File: config.mk
export PLATFORM = sky130hd
export DESIGN_NAME = lagrange_line_upscaler
export DESIGN_NICKNAME = d
export VERILOG_FILES = /design/src/sv/llu_pkg.sv /design/src/sv/llu_front.sv /design/src/sv/llu_queue.sv /design/src/sv/llu_back.sv /design/src/sv/lagrange_line_upscaler.sv
export VERILOG_INCLUDE_DIRS = /design/src /design/src/sv
export SDC_FILE = /design/constraint.sdc
export NUM_CORES = 2
export LEC_CHECK = 0
export BUFFER_PORTS_ARGS = -buffer_cell sky130_fd_sc_hd__clkbuf_2
export CELL_PAD_IN_SITES_DETAIL_PLACEMENT = 2
export CELL_PAD_IN_SITES_GLOBAL_PLACEMENT = 2
export CORE_MARGIN = 2
export CORE_UTILIZATION = 48
export CTS_CLUSTER_SIZE = 14
export DETAILED_ROUTE_END_ITERATION = 8
export HOLD_SLACK_MARGIN = 0.08
export PLACE_DENSITY = 0.91
export SLEW_MARGIN = 20
export SYNTH_ARGS = -nofsm -noshare
export SYNTH_HDL_FRONTEND = slang
export SYNTH_SLANG_ARGS = --single-unit
File: constraint.sdc
create_clock -name clk -period 23.7 [get_ports clk]
set_input_delay 1.185 -clock clk [delete_from_list [all_inputs] [get_ports clk]]
set_output_delay 1.185 -clock clk [all_outputs]
set_load 0.02 [all_outputs]
File: src/sv/assert_macros.svh
// Assertion macros shared by the line upscaler modules.
// Each macro expects clk and rst_n to be visible where it is used.
`ifndef ASSERT_MACROS_SVH
`define ASSERT_MACROS_SVH

// The condition must never hold outside reset.
`define ASSERT_NEVER(label, cond, msg) \
    label: assert property (@(posedge clk) disable iff (!rst_n) !(cond)) else $error(msg);

// Whenever pre holds, post must hold in the same cycle.
`define ASSERT_IMPLIES(label, pre, post, msg) \
    label: assert property (@(posedge clk) disable iff (!rst_n) (pre) |-> (post)) else $error(msg);

`endif

File: src/sv/llu_pkg.sv
// ----------------------------------------------------------------------------
// llu_pkg
// Shared constants, types and the cubic weight table of the line upscaler.
// ----------------------------------------------------------------------------
`default_nettype none

package llu_pkg;

    localparam int UPSCALE = 10;
    localparam int WIN     = 4;
    localparam int SW      = 8;
    localparam int PIXW    = 10;
    localparam int PAW     = $clog2(WIN);
    localparam int KW      = $clog2(UPSCALE);

    // Configuration port.
    localparam int   ADDRW          = 3;
    localparam int   DATAW          = 32;
    localparam logic REG_CUBIC_MODE = 1'b0;

    // Cubic path: offsets e = pos*UPSCALE + k over the three intervals.
    localparam int     NE    = 3 * UPSCALE;
    localparam int     EW    = $clog2(NE);
    localparam int     CW    = $clog2(3 * (3 * UPSCALE) ** 3 + 1) + 1;
    localparam int     PCW   = SW + 1 + CW;
    localparam int     XW    = PCW + 2;
    localparam int     CS    = XW - 1;
    localparam longint CDIV  = 6 * longint'(UPSCALE) ** 3;
    localparam longint CMUL  = (longint'(1) << CS) / CDIV;
    localparam int     CMW   = $clog2(CMUL + 1);
    localparam int     QCW   = CS - $clog2(CDIV) + 1;

    // Linear path: products a*(F-k) and b*k, divided by UPSCALE.
    localparam int     PW    = $clog2(255 * UPSCALE + 1);
    localparam int     LS    = PW;
    localparam longint LMUL  = (longint'(1) << LS) / UPSCALE;
    localparam int     LMW   = $clog2(LMUL + 1);

    // Queue between front and back.
    localparam int QDEPTH = 2;
    localparam int QAW    = $clog2(QDEPTH);

    typedef logic signed [CW-1:0] coef_t;
    typedef coef_t [WIN-1:0]      coef_row_t;
    typedef coef_row_t [NE-1:0]   coef_tab_t;

    // One accepted sample's work: the window it saw, the mode, which
    // intervals to interpolate, which held samples to pass unchanged, and
    // whether the newest sample closes the line.
    typedef struct packed {
        logic [WIN-1:0][SW-1:0] win;
        logic                   cubic;
        logic [WIN-2:0]         seg;
        logic [WIN-2:0]         raw;
        logic                   fin;
    } desc_t;

    typedef struct packed {
        logic full;
        logic empty;
    } q_status_t;

    // Lagrange numerators times the node weights -1, 3, -3, 1.
    function automatic coef_tab_t build_coef_tab();
        coef_tab_t tab;
        longint    num;
        longint    w;
        for (int e = 0; e < NE; e++) begin
            for (int i = 0; i < WIN; i++) begin
                num = 1;
                for (int j = 0; j < WIN; j++) begin
                    if (j != i) begin
                        num = num * (longint'(e) - longint'(j) * UPSCALE);
                    end
                end
                w = (i == 0) ? -1 : (i == 1) ? 3 : (i == 2) ? -3 : 1;
                tab[e][i] = CW'(w * num);
            end
        end
        return tab;
    endfunction

    localparam coef_tab_t COEF_TAB = build_coef_tab();

endpackage

`default_nettype wire

File: src/sv/llu_front.sv
// ----------------------------------------------------------------------------
// llu_front
// Keeps the four-sample window and line count, and turns each accepted
// sample that brings work into a work descriptor for the back end.
// ----------------------------------------------------------------------------
`default_nettype none
`include "assert_macros.svh"

module llu_front import llu_pkg::*;
(
    input  logic          clk,
    input  logic          rst_n,
    input  logic          cubic_mode,
    input  logic [SW-1:0] sample,
    input  logic          line_end,
    input  logic          sample_valid,
    output logic          sample_ready,
    input  q_status_t     q_stat,
    output logic          push,
    output desc_t         desc
);

    logic [WIN-1:0][SW-1:0] win_reg;
    logic [WIN-1:0][SW-1:0] win_next;
    logic [2:0]             seen_reg;
    logic [2:0]             seen_next;
    logic                   accept;
    logic                   has_work;

    assign sample_ready = !q_stat.full;
    assign accept       = sample_valid && sample_ready;
    assign win_next     = {sample, win_reg[WIN-1:1]};
    assign push         = accept && has_work;

    always_comb
    begin
        desc       = '0;
        desc.win   = win_next;
        desc.cubic = cubic_mode;
        has_work   = 1'b0;
        seen_next  = seen_reg;
        if (seen_reg < 3'(WIN - 1))
        begin
            if (!line_end)
            begin
                seen_next = seen_reg + 3'd1;
            end
            else
            begin
                // A short line: only the newest held samples take part.
                for (int i = 0; i < WIN - 1; i++)
                begin
                    if (i + int'(seen_reg) >= WIN - 1)
                    begin
                        if (seen_reg != 3'd0 && !cubic_mode)
                        begin
                            desc.seg[i] = 1'b1;
                        end
                        else
                        begin
                            desc.raw[i] = 1'b1;
                        end
                    end
                end
                desc.fin  = 1'b1;
                has_work  = 1'b1;
                seen_next = '0;
            end
        end
        else
        begin
            // The fourth sample opens the first two intervals at once.
            desc.seg[0] = (seen_reg == 3'(WIN - 1));
            desc.seg[1] = 1'b1;
            desc.seg[2] = line_end;
            desc.fin    = line_end;
            has_work    = 1'b1;
            seen_next   = line_end ? 3'd0 : 3'(WIN);
        end
    end

    always_ff @(posedge clk or negedge rst_n)
    begin
        if (!rst_n)
        begin
            win_reg  <= '0;
            seen_reg <= '0;
        end
        else if (accept)
        begin
            win_reg  <= win_next;
            seen_reg <= seen_next;
        end
    end

    `ASSERT_NEVER(a_seen_saturates, seen_reg > 3'(WIN), "sample count ran past four")

endmodule

`default_nettype wire

File: src/sv/llu_queue.sv
// ----------------------------------------------------------------------------
// llu_queue
// Short descriptor queue that lets the front and back ends stall apart.
// ----------------------------------------------------------------------------
`default_nettype none
`include "assert_macros.svh"

module llu_queue import llu_pkg::*;
(
    input  logic      clk,
    input  logic      rst_n,
    input  logic      push,
    input  desc_t     din,
    input  logic      pop,
    output desc_t     dout,
    output q_status_t q_stat
);

    desc_t          mem_reg [QDEPTH];
    logic [QAW-1:0] wr_ptr_reg;
    logic [QAW-1:0] rd_ptr_reg;
    logic [QAW:0]   count_reg;
    logic [QAW:0]   count_next;

    assign dout         = mem_reg[rd_ptr_reg];
    assign q_stat.full  = (count_reg == (QAW + 1)'(QDEPTH));
    assign q_stat.empty = (count_reg == '0);

    always_comb
    begin
        count_next = count_reg;
        if (push && !pop)
        begin
            count_next = count_reg + 1'b1;
        end
        else if (pop && !push)
        begin
            count_next = count_reg - 1'b1;
        end
    end

    always_ff @(posedge clk)
    begin
        if (push)
        begin
            mem_reg[wr_ptr_reg] <= din;
        end
    end

    always_ff @(posedge clk or negedge rst_n)
    begin
        if (!rst_n)
        begin
            wr_ptr_reg <= '0;
            rd_ptr_reg <= '0;
            count_reg  <= '0;
        end
        else
        begin
            if (push)
            begin
                wr_ptr_reg <= wr_ptr_reg + 1'b1;
            end
            if (pop)
            begin
                rd_ptr_reg <= rd_ptr_reg + 1'b1;
            end
            count_reg <= count_next;
        end
    end

    `ASSERT_NEVER(a_no_overflow, push && q_stat.full && !pop, "push into a full queue")
    `ASSERT_NEVER(a_no_underflow, pop && q_stat.empty, "pop from an empty queue")

endmodule

`default_nettype wire

File: src/sv/llu_back.sv
// ----------------------------------------------------------------------------
// llu_back
// Walks the head descriptor one pixel per cycle unless pixel_ready stalls it
// and computes each pixel in a short pipeline: coefficient lookup, products,
// sum, reciprocal scaling and a final correction into the output register.
// ----------------------------------------------------------------------------
`default_nettype none
`include "assert_macros.svh"

module llu_back import llu_pkg::*;
(
    input  logic                   clk,
    input  logic                   rst_n,
    input  desc_t                  head,
    input  q_status_t              q_stat,
    output logic                   pop,
    output logic                   pixel_valid,
    input  logic                   pixel_ready,
    output logic signed [PIXW-1:0] pixel,
    output logic                   last_of_line
);

    typedef struct packed {
        logic          byp;
        logic [SW-1:0] bval;
        logic          last;
        logic          cub;
    } ctl_t;

    // Sequencer.
    logic [WIN-1:0] done_reg;
    logic [WIN-1:0] done_next;
    logic [KW-1:0]  k_reg;
    logic [KW-1:0]  k_next;
    logic [WIN-1:0] act;
    logic [WIN-1:0] pending;
    logic [WIN-1:0] cur_oh;
    logic [WIN-1:0] rest;
    logic [PAW-1:0] cur_pos;
    logic           is_seg;
    logic           elem_done;
    logic           adv;
    logic           issue;
    logic [EW-1:0]  e_idx;

    // Pipeline stages.
    logic                   v0_reg, v1_reg, v2_reg, v3_reg;
    ctl_t                   c0_reg, c1_reg, c2_reg, c3_reg;
    ctl_t                   c0_next;
    logic [KW-1:0]          k0_reg;
    logic [SW-1:0]          a0_reg, b0_reg;
    logic [WIN-1:0][SW-1:0] s0_reg;
    coef_row_t              coef0_reg;

    logic signed [PCW-1:0]  cp1_reg  [WIN];
    logic signed [PCW-1:0]  cp1_next [WIN];
    logic [PW-1:0]          pa1_reg, pb1_reg, pa1_next, pb1_next;
    logic [KW:0]            fk;

    logic signed [XW-1:0]   x2_reg, x2_next;
    logic [PW-1:0]          pa2_reg, pb2_reg;
    logic [SW-1:0]          qa2_reg, qb2_reg, qa2_next, qb2_next;
    logic [PW+LMW-1:0]      pam, pbm;

    logic                   neg3_reg, neg3_next;
    logic [XW-2:0]          ax3_reg, ax3_next;
    logic [QCW-1:0]         cq3_reg, cq3_next;
    logic [SW:0]            lin3_reg, lin3_next;
    logic signed [XW-1:0]   absx;
    logic [XW-2+CMW:0]      cm;
    logic [PW-1:0]          qfa, qfb, ra, rb;
    logic [SW:0]            qa_c, qb_c;

    logic [XW-2:0]          cqd;
    logic [XW-2:0]          rem;
    logic [QCW:0]           cq;
    logic [QCW:0]           sres;

    logic                   pixel_valid_reg;
    logic signed [PIXW-1:0] pixel_reg, pixel_next;
    logic                   last_reg;

    // ---------------------------------------------------------------- issue
    assign act     = {head.fin, head.seg | head.raw};
    assign pending = act & ~done_reg;
    assign cur_oh  = pending & (~pending + WIN'(1));
    assign rest    = pending & ~cur_oh;

    always_comb
    begin
        cur_pos = '0;
        for (int i = 0; i < WIN; i++)
        begin
            if (cur_oh[i])
            begin
                cur_pos = PAW'(i);
            end
        end
    end

    assign is_seg    = |(cur_oh[WIN-2:0] & head.seg);
    assign elem_done = !is_seg || (k_reg == KW'(UPSCALE - 1));
    assign adv       = !pixel_valid_reg || pixel_ready;
    assign issue     = adv && !q_stat.empty;
    assign pop       = issue && elem_done && (rest == '0);
    assign e_idx     = is_seg ? EW'(int'(cur_pos) * UPSCALE + int'(k_reg)) : '0;

    always_comb
    begin
        // The left sample of an interval, a passed sample and the closing
        // sample all go straight through.
        c0_next.byp  = !is_seg || (k_reg == '0);
        c0_next.bval = head.win[cur_pos];
        c0_next.last = cur_oh[WIN-1];
        c0_next.cub  = head.cubic;
        done_next    = done_reg;
        k_next       = k_reg;
        if (pop)
        begin
            done_next = '0;
            k_next    = '0;
        end
        else if (elem_done)
        begin
            done_next = done_reg | cur_oh;
            k_next    = '0;
        end
        else
        begin
            k_next = k_reg + 1'b1;
        end
    end

    always_ff @(posedge clk or negedge rst_n)
    begin
        if (!rst_n)
        begin
            done_reg <= '0;
            k_reg    <= '0;
        end
        else if (issue)
        begin
            done_reg <= done_next;
            k_reg    <= k_next;
        end
    end

    // ---------------------------------------------------------- arithmetic
    always_comb
    begin
        fk       = (KW + 1)'(UPSCALE) - {1'b0, k0_reg};
        pa1_next = PW'(a0_reg * fk);
        pb1_next = PW'(b0_reg * k0_reg);
        for (int i = 0; i < WIN; i++)
        begin
            cp1_next[i] = $signed({1'b0, s0_reg[i]}) * $signed(coef0_reg[i]);
        end
    end

    always_comb
    begin
        x2_next = '0;
        for (int i = 0; i < WIN; i++)
        begin
            x2_next = x2_next + XW'(cp1_reg[i]);
        end
        pam      = pa1_reg * LMW'(LMUL);
        pbm      = pb1_reg * LMW'(LMUL);
        qa2_next = SW'(pam >> LS);
        qb2_next = SW'(pbm >> LS);
    end

    always_comb
    begin
        // Magnitude times the reciprocal of 6*F^3; the estimate is at most
        // one below the true quotient.
        neg3_next = x2_reg[XW-1];
        absx      = neg3_next ? -x2_reg : x2_reg;
        ax3_next  = absx[XW-2:0];
        cm        = ax3_next * CMW'(CMUL);
        cq3_next  = QCW'(cm >> CS);
        qfa       = PW'(qa2_reg) * PW'(UPSCALE);
        qfb       = PW'(qb2_reg) * PW'(UPSCALE);
        ra        = pa2_reg - qfa;
        rb        = pb2_reg - qfb;
        qa_c      = {1'b0, qa2_reg} + (SW + 1)'(ra >= PW'(UPSCALE));
        qb_c      = {1'b0, qb2_reg} + (SW + 1)'(rb >= PW'(UPSCALE));
        lin3_next = qa_c + qb_c;
    end

    always_comb
    begin
        cqd  = (XW - 1)'(cq3_reg) * (XW - 1)'(CDIV);
        rem  = ax3_reg - cqd;
        cq   = {1'b0, cq3_reg} + (QCW + 1)'(rem >= (XW - 1)'(CDIV));
        sres = neg3_reg ? -cq : cq;
        if (c3_reg.byp)
        begin
            pixel_next = PIXW'({1'b0, c3_reg.bval});
        end
        else if (c3_reg.cub)
        begin
            pixel_next = sres[PIXW-1:0];
        end
        else
        begin
            pixel_next = PIXW'({1'b0, lin3_reg});
        end
    end

    always_ff @(posedge clk)
    begin
        if (adv)
        begin
            c0_reg    <= c0_next;
            k0_reg    <= k_reg;
            a0_reg    <= head.win[cur_pos];
            b0_reg    <= head.win[PAW'(cur_pos + 1'b1)];
            s0_reg    <= head.win;
            coef0_reg <= COEF_TAB[e_idx];

            c1_reg  <= c0_reg;
            cp1_reg <= cp1_next;
            pa1_reg <= pa1_next;
            pb1_reg <= pb1_next;

            c2_reg  <= c1_reg;
            x2_reg  <= x2_next;
            pa2_reg <= pa1_reg;
            pb2_reg <= pb1_reg;
            qa2_reg <= qa2_next;
            qb2_reg <= qb2_next;

            c3_reg   <= c2_reg;
            neg3_reg <= neg3_next;
            ax3_reg  <= ax3_next;
            cq3_reg  <= cq3_next;
            lin3_reg <= lin3_next;

            pixel_reg <= pixel_next;
            last_reg  <= c3_reg.last;
        end
    end

    always_ff @(posedge clk or negedge rst_n)
    begin
        if (!rst_n)
        begin
            v0_reg          <= 1'b0;
            v1_reg          <= 1'b0;
            v2_reg          <= 1'b0;
            v3_reg          <= 1'b0;
            pixel_valid_reg <= 1'b0;
        end
        else if (adv)
        begin
            v0_reg          <= issue;
            v1_reg          <= v0_reg;
            v2_reg          <= v1_reg;
            v3_reg          <= v2_reg;
            pixel_valid_reg <= v3_reg;
        end
    end

    assign pixel_valid  = pixel_valid_reg;
    assign pixel        = pixel_reg;
    assign last_of_line = last_reg;

    `ASSERT_NEVER(a_head_has_work, !q_stat.empty && pending == '0, "queued item with no pixels")

endmodule

`default_nettype wire

File: src/sv/lagrange_line_upscaler.sv
// ----------------------------------------------------------------------------
// lagrange_line_upscaler
// One-dimensional line upsampler by UPSCALE with linear or four-point
// cubic Lagrange interpolation, selected by a configuration register.
// ----------------------------------------------------------------------------
//   channel   direction  handshake                    payload
//   sample    in         sample_valid / sample_ready  sample, line_end
//   pixel     out        pixel_valid / pixel_ready    pixel, last_of_line
//   config    in         APB write, pready tied high  cubic_mode at 0x0
//
// Each sample yields up to 3*UPSCALE+1 pixels; the back end issues one pixel
// per cycle unless the pixel output stalls. Samples are taken while the
// two-entry descriptor queue has room; a pixel issued from its head passes
// the lookup, product, sum, scaling and output registers in that order.
// A stalled pixel output freezes the whole arithmetic pipeline.
// Reset clears the window, the line count and the queue; cubic_mode resets
// to cubic.
// ----------------------------------------------------------------------------
`default_nettype none

module lagrange_line_upscaler import llu_pkg::*;
(
    input  logic                   clk,
    input  logic                   rst_n,
    input  logic                   psel,
    input  logic                   penable,
    input  logic                   pwrite,
    input  logic [ADDRW-1:0]       paddr,
    input  logic [DATAW-1:0]       pwdata,
    output logic [DATAW-1:0]       prdata,
    output logic                   pready,
    input  logic [SW-1:0]          sample,
    input  logic                   line_end,
    input  logic                   sample_valid,
    output logic                   sample_ready,
    output logic signed [PIXW-1:0] pixel,
    output logic                   last_of_line,
    output logic                   pixel_valid,
    input  logic                   pixel_ready
);

    logic      cubic_mode_reg;
    logic      reg_index;
    logic      push;
    logic      pop;
    desc_t     desc_in;
    desc_t     desc_head;
    q_status_t q_stat;

    assign pready    = 1'b1;
    assign reg_index = paddr[ADDRW-1];

    always_ff @(posedge clk or negedge rst_n)
    begin
        if (!rst_n)
        begin
            cubic_mode_reg <= 1'b1;
        end
        else if (psel && penable && pwrite && pready && reg_index == REG_CUBIC_MODE)
        begin
            cubic_mode_reg <= pwdata[0];
        end
    end

    always_comb
    begin
        unique case (reg_index)
            REG_CUBIC_MODE: prdata = DATAW'(cubic_mode_reg);
            default:        prdata = '0;
        endcase
    end

    llu_front u_front
    (
        .clk          (clk),
        .rst_n        (rst_n),
        .cubic_mode   (cubic_mode_reg),
        .sample       (sample),
        .line_end     (line_end),
        .sample_valid (sample_valid),
        .sample_ready (sample_ready),
        .q_stat       (q_stat),
        .push         (push),
        .desc         (desc_in)
    );

    llu_queue u_queue
    (
        .clk    (clk),
        .rst_n  (rst_n),
        .push   (push),
        .din    (desc_in),
        .pop    (pop),
        .dout   (desc_head),
        .q_stat (q_stat)
    );

    llu_back u_back
    (
        .clk          (clk),
        .rst_n        (rst_n),
        .head         (desc_head),
        .q_stat       (q_stat),
        .pop          (pop),
        .pixel_valid  (pixel_valid),
        .pixel_ready  (pixel_ready),
        .pixel        (pixel),
        .last_of_line (last_of_line)
    );

endmodule

`default_nettype wire
==> flow_summary.json, run 1 <==
{
  "synth_top_family_by_area": "adder cells",
  "synth_mux_area_share_pct": 1.63,
  "ys_seq_elements": 523,
  "haltStage": "global routing (5_1_grt)",
  "synthAdderAreaFrac_pct": 41.4,
  "yosysWarnings": 0,
  "ys.flop_type": "edfxtp_1",
  "status": "stopped before the end",
  "syn_inst": 5490,
  "cts_resized": 0,
  "dp_hpwl_um": 182000,
  "yosysSeqAreaShare_pct": 26.6,
  "synthSimpleGateAreaFrac_pct": 10.1,
  "num_io_pins": 97,
  "synth_edf_count": 478,
  "synth_area_sq_mm": 0.0582,
  "cts.sinks": 523,
  "syn_area_per_cell_sq_um": 10.6,
  "start_util_pct": 48.4,
  "cts_buffer_depth": 3,
  "die_y_um": 352,
  "port-buffer-count": 31,
  "synth.distinct_cells": 78,
  "postCtsSetupBuffers": 0,
  "async_flop_share_pct": 8.60,
  "synth-compound-area-share_pct": 8.03,
  "cts_root_buffer": "clkbuf_16",
  "cts-htree-levels": 3,
  "grt_start_max_net_pins": 85,
  "overflow": 15,
  "grt_use_total_pct": 54.0,
  "numCtsBuffers": 66,
  "postCtsHoldBufs": 0,
  "die_w_um": 352,
  "place.gp.congestion": 0.868,
  "num_rows": 127,
  "synth_xor_area_share_pct": 3.93,
  "error": "[ERROR GRT-0232] Routing congestion too high. Check the congestion heatmap in the GUI."
}
-- cells in the mapped netlist, drive strengths merged, types with 44 or more instances --
cell	n	area, sq um
clkbuf	86	323
xor2	74	648
a21oi	213	1070
inv	1105	4150
nand3	45	225
mux2	60	676
nand2b	52	325
and2	342	2140
edfxtp	478	14400
o21ai	173	870
nor2	186	698
buf	50	320
nor2b	51	319
a21o	60	450
dfrtp	44	1100
xnor2	187	1640
nor3	53	265
fa	741	14800
ha	740	9260
nand2	335	1260
-- stage by stage --
step                      area [sq um]  hold slack, ps  util [%]  setup WS, ps  std cells
after CTS                        62400             424      51.9         12590       7193
after global placement           60200             401      50.1         14460       7073
after floorplan                  58300             400         -          7480       5520
after detailed placement         60200             406      50.1         13620       7073
-- per-layer routing --
metal | GRT usage (%) | overflow
met5 | 6.35 | 0
met4 | 59.1 | 9
met3 | 28.5 | 0
met2 | 79.7 | 6
met1 | 50.7 | 0
-- kinds of logic after synthesis --
group | after synthesis
flip-flops | 523
buffers and inverters | 1241
XOR/XNOR | 261
other | 2
AND/OR/NAND/NOR | 1166
AO/OA/AOI/OAI | 728
adder cells (fa/ha/maj) | 1482
multiplexers | 87
==> run 2: changes to the inputs <==
CELL_PAD_IN_SITES_DETAIL_PLACEMENT = unset   (was 2)
CELL_PAD_IN_SITES_GLOBAL_PLACEMENT = unset   (was 2)
CORE_UTILIZATION = 40   (was 48)
CTS_CLUSTER_SIZE = unset   (was 14)
HOLD_SLACK_MARGIN = unset   (was 0.08)
PLACE_DENSITY = unset   (was 0.91)
PLACE_DENSITY_LB_ADDON = 0.15   (was unset)
==> flow_summary.json, run 2 <==
{
  "fin_skew_ps": 67.1,
  "mostFrequentLayoutCell": "inv_1",
  "numCtsBuffers": 60,
  "most-common-layout-cells": "1105 x inv_1, 741 x fa_1, 740 x ha_1",
  "setup.worst_path.end": "u_back.pixel[8]$_SDFFCE_PP0P_",
  "synth.distinct_cells": 78,
  "critPathMaxFanout": 9,
  "diodes": 0,
  "cts-htree-levels": 2,
  "crit_type": "flip-flop to flip-flop",
  "placeableCoreArea_sq_mm": 0.144,
  "startpoint": "u_back.cq3_reg[6]$_DFFE_PP_",
  "dp_hpwl_um": 106000,
  "r2r_slack_ps": 14530,
  "drt_iter0_drc": 1718,
  "netlist.area_leader.share_pct": 25.5,
  "first_pass_iters": 7,
  "synthSimpleGateAreaFrac_pct": 10.1,
  "endpoint_kind": "flip-flop",
  "postCtsSetupBuffers": 0,
  "synth_most_common_cell": "inv_1",
  "post_dp_cell_area_sq_mm": 0.0606,
  "async_flop_share_pct": 8.60,
  "finalSetupViolCount": 0,
  "dieArea_sq_mm": 0.149,
  "ys_seq_elements": 523,
  "reg2regPathDepth": 35,
  "max_stage_delay_ps": 620,
  "yosysTopAreaCell": "fa_1",
  "syn_area_per_cell_sq_um": 10.6,
  "overflow": 0,
  "final.period_utilization_pct": 38.7,
  "synth_edf_count": 478,
  "max_freq_ghz": 0.109,
  "synth_top_family_by_area": "adder cells",
  "yosysSeqAreaShare_pct": 26.6,
  "synthAdderAreaFrac_pct": 41.4,
  "ant_nets": 0,
  "via_per_inst": 4.91,
  "routedWlPerCell_um": 17.3,
  "synth-compound-area-share_pct": 8.03,
  "rsz0062_at_grt": "false",
  "nets": 7055,
  "max_slew_margin_pct": 35.5,
  "stdcell_area_sq_mm": 0.0627,
  "fin_tns_setup_ps": 0,
  "synth_mux_area_share_pct": 1.63,
  "cts_tree": "yes",
  "clk_pin_slew_ps": 60,
  "r2r-start": "u_back.cq3_reg[6]$_DFFE_PP_",
  "syn_inst": 5490,
  "cts.sinks": 523,
  "synthTopCellsByCount": "1105 x inv_1, 741 x fa_1, 740 x ha_1",
  "yosysWarnings": 0,
  "num_rows": 139,
  "place.gp.congestion": 0.849,
  "period_needed_ps": 9170,
  "fin_util_pct": 43.5,
  "syn_to_final_growth_pct": 7.69,
  "start_util_pct": 40.4,
  "min_path_type": "flip-flop to flip-flop",
  "clk_latency_ps": 710,
  "die_y_um": 385,
  "largest_reg_flops": 108,
  "grt_use_total_pct": 18.0,
  "num_io_pins": 97,
  "die_w_um": 385,
  "crit_required_ps": 24190,
  "grt_pass1_wl_um": 211000,
  "worstPathArrival_ps": 9650,
  "cts_root_buffer": "clkbuf_16",
  "maxCapViolCount": 0,
  "cts_buffer_depth": 3,
  "report.final.slew_viol_count": 0,
  "ys.flop_type": "edfxtp_1",
  "vias": 36700,
  "worst_slew_pin_slew_ps": 965,
  "finalHoldViolations": 0,
  "antenna_found_initial": 4,
  "crit_top_cell": "inv_1",
  "drive_above_1_share_pct": 4.84,
  "synth_area_sq_mm": 0.0582,
  "status": "finished clean",
  "grt_pass1_vias": 38700,
  "synth_area_leaders": "fa_1 25%, edfxtp_1 25%, ha_1 16%",
  "grt_start_max_net_pins": 166,
  "crit_path_start_kind": "flip-flop",
  "synth_xor_area_share_pct": 3.93,
  "postCtsHoldBufs": 0,
  "wirelength_um": 129000,
  "port-buffer-count": 31,
  "cts_resized": 0,
  "cp_slowest_cell": "fa_1",
  "route.detailed.drc": 0,
  "r2r_end": "u_back.pixel[8]$_SDFFCE_PP0P_"
}
[run 2: cell counts after synthesis]
No cell type changed its count.
[run 2: cells by family after synthesis]
| logic type | count (synthesis) |
|---|---|
| adder cells (fa/ha/maj) | 1482 |
| AND/OR/NAND/NOR | 1166 |
| flip-flops | 523 |
| AO/OA/AOI/OAI | 728 |
| XOR/XNOR | 261 |
| multiplexers | 87 |
| buffers and inverters | 1241 |
| other | 2 |
[run 2: layout make-up]
class,instances,area [sq um]
fillers,13900,81300
multi-input cells,3756,38100
flip-flops and latches,523,15500
inverters,1105,4150
well taps,1903,2380
clock buffers,82,1630
repair buffers,77,538
clock inverters,30,420
[run 2: per-stage QoR]
stage | worst slack, ps | hold WS (ps) | std cells
after floorplan | 7480 | 400 | 5520
after global placement | 14450 | 401 | 7363
after detailed placement | 14530 | 405 | 7363
after CTS | 14440 | 413 | 7475
after global routing | 13780 | 420 | 7476
final | 14530 | 414 | 7476
[run 2: how the worst min path moves through the flow]
stage | from | endpoint | slack, ps | cells past startpoint
2_1_floorplan | u_back.c0_reg[0]$_DFFE_PP_ | u_back.c1_reg[0]$_DFFE_PP_ | 400 | 0
4_1_cts | u_back.c1_reg[2]$_DFFE_PP_ | u_back.c2_reg[2]$_DFFE_PP_ | 410 | 0
3_3_place_gp | u_back.c3_reg[1]$_DFFE_PP_ | u_back.last_of_line$_DFFE_PP_ | 400 | 0
3_5_place_dp | u_back.c1_reg[5]$_DFFE_PP_ | u_back.c2_reg[5]$_DFFE_PP_ | 400 | 0
6_report | u_back.c1_reg[2]$_DFFE_PP_ | u_back.c2_reg[2]$_DFFE_PP_ | 410 | 0
5_1_grt | u_back.c1_reg[2]$_DFFE_PP_ | u_back.c2_reg[2]$_DFFE_PP_ | 420 | 0
[run 2: worst max-delay path: cells and delay by family, from the launching register on]
kind	cells	cell delay (ps)
buffers and inverters	5	290
flip-flops	1	610
AO/OA/AOI/OAI	12	2950
XOR/XNOR	3	610
AND/OR/NAND/NOR	7	1210
adder cells (fa/ha/maj)	8	3300
[run 2: per-layer routing]
layer | GRT usage [%] | up-vias | share of wire, %
li1 | - | 17900 | -
met1 | 25.0 | 18200 | 47
met2 | 30.4 | 470 | 48
met3 | 1.94 | 120 | 3.2
met4 | 3.70 | 2 | 1.9
met5 | 0 | - | 0.0085
Power of run 2 is left out: the tool's default activity adds up to more than one toggle a clock period on the data nets, which glitch-free logic cannot reach.
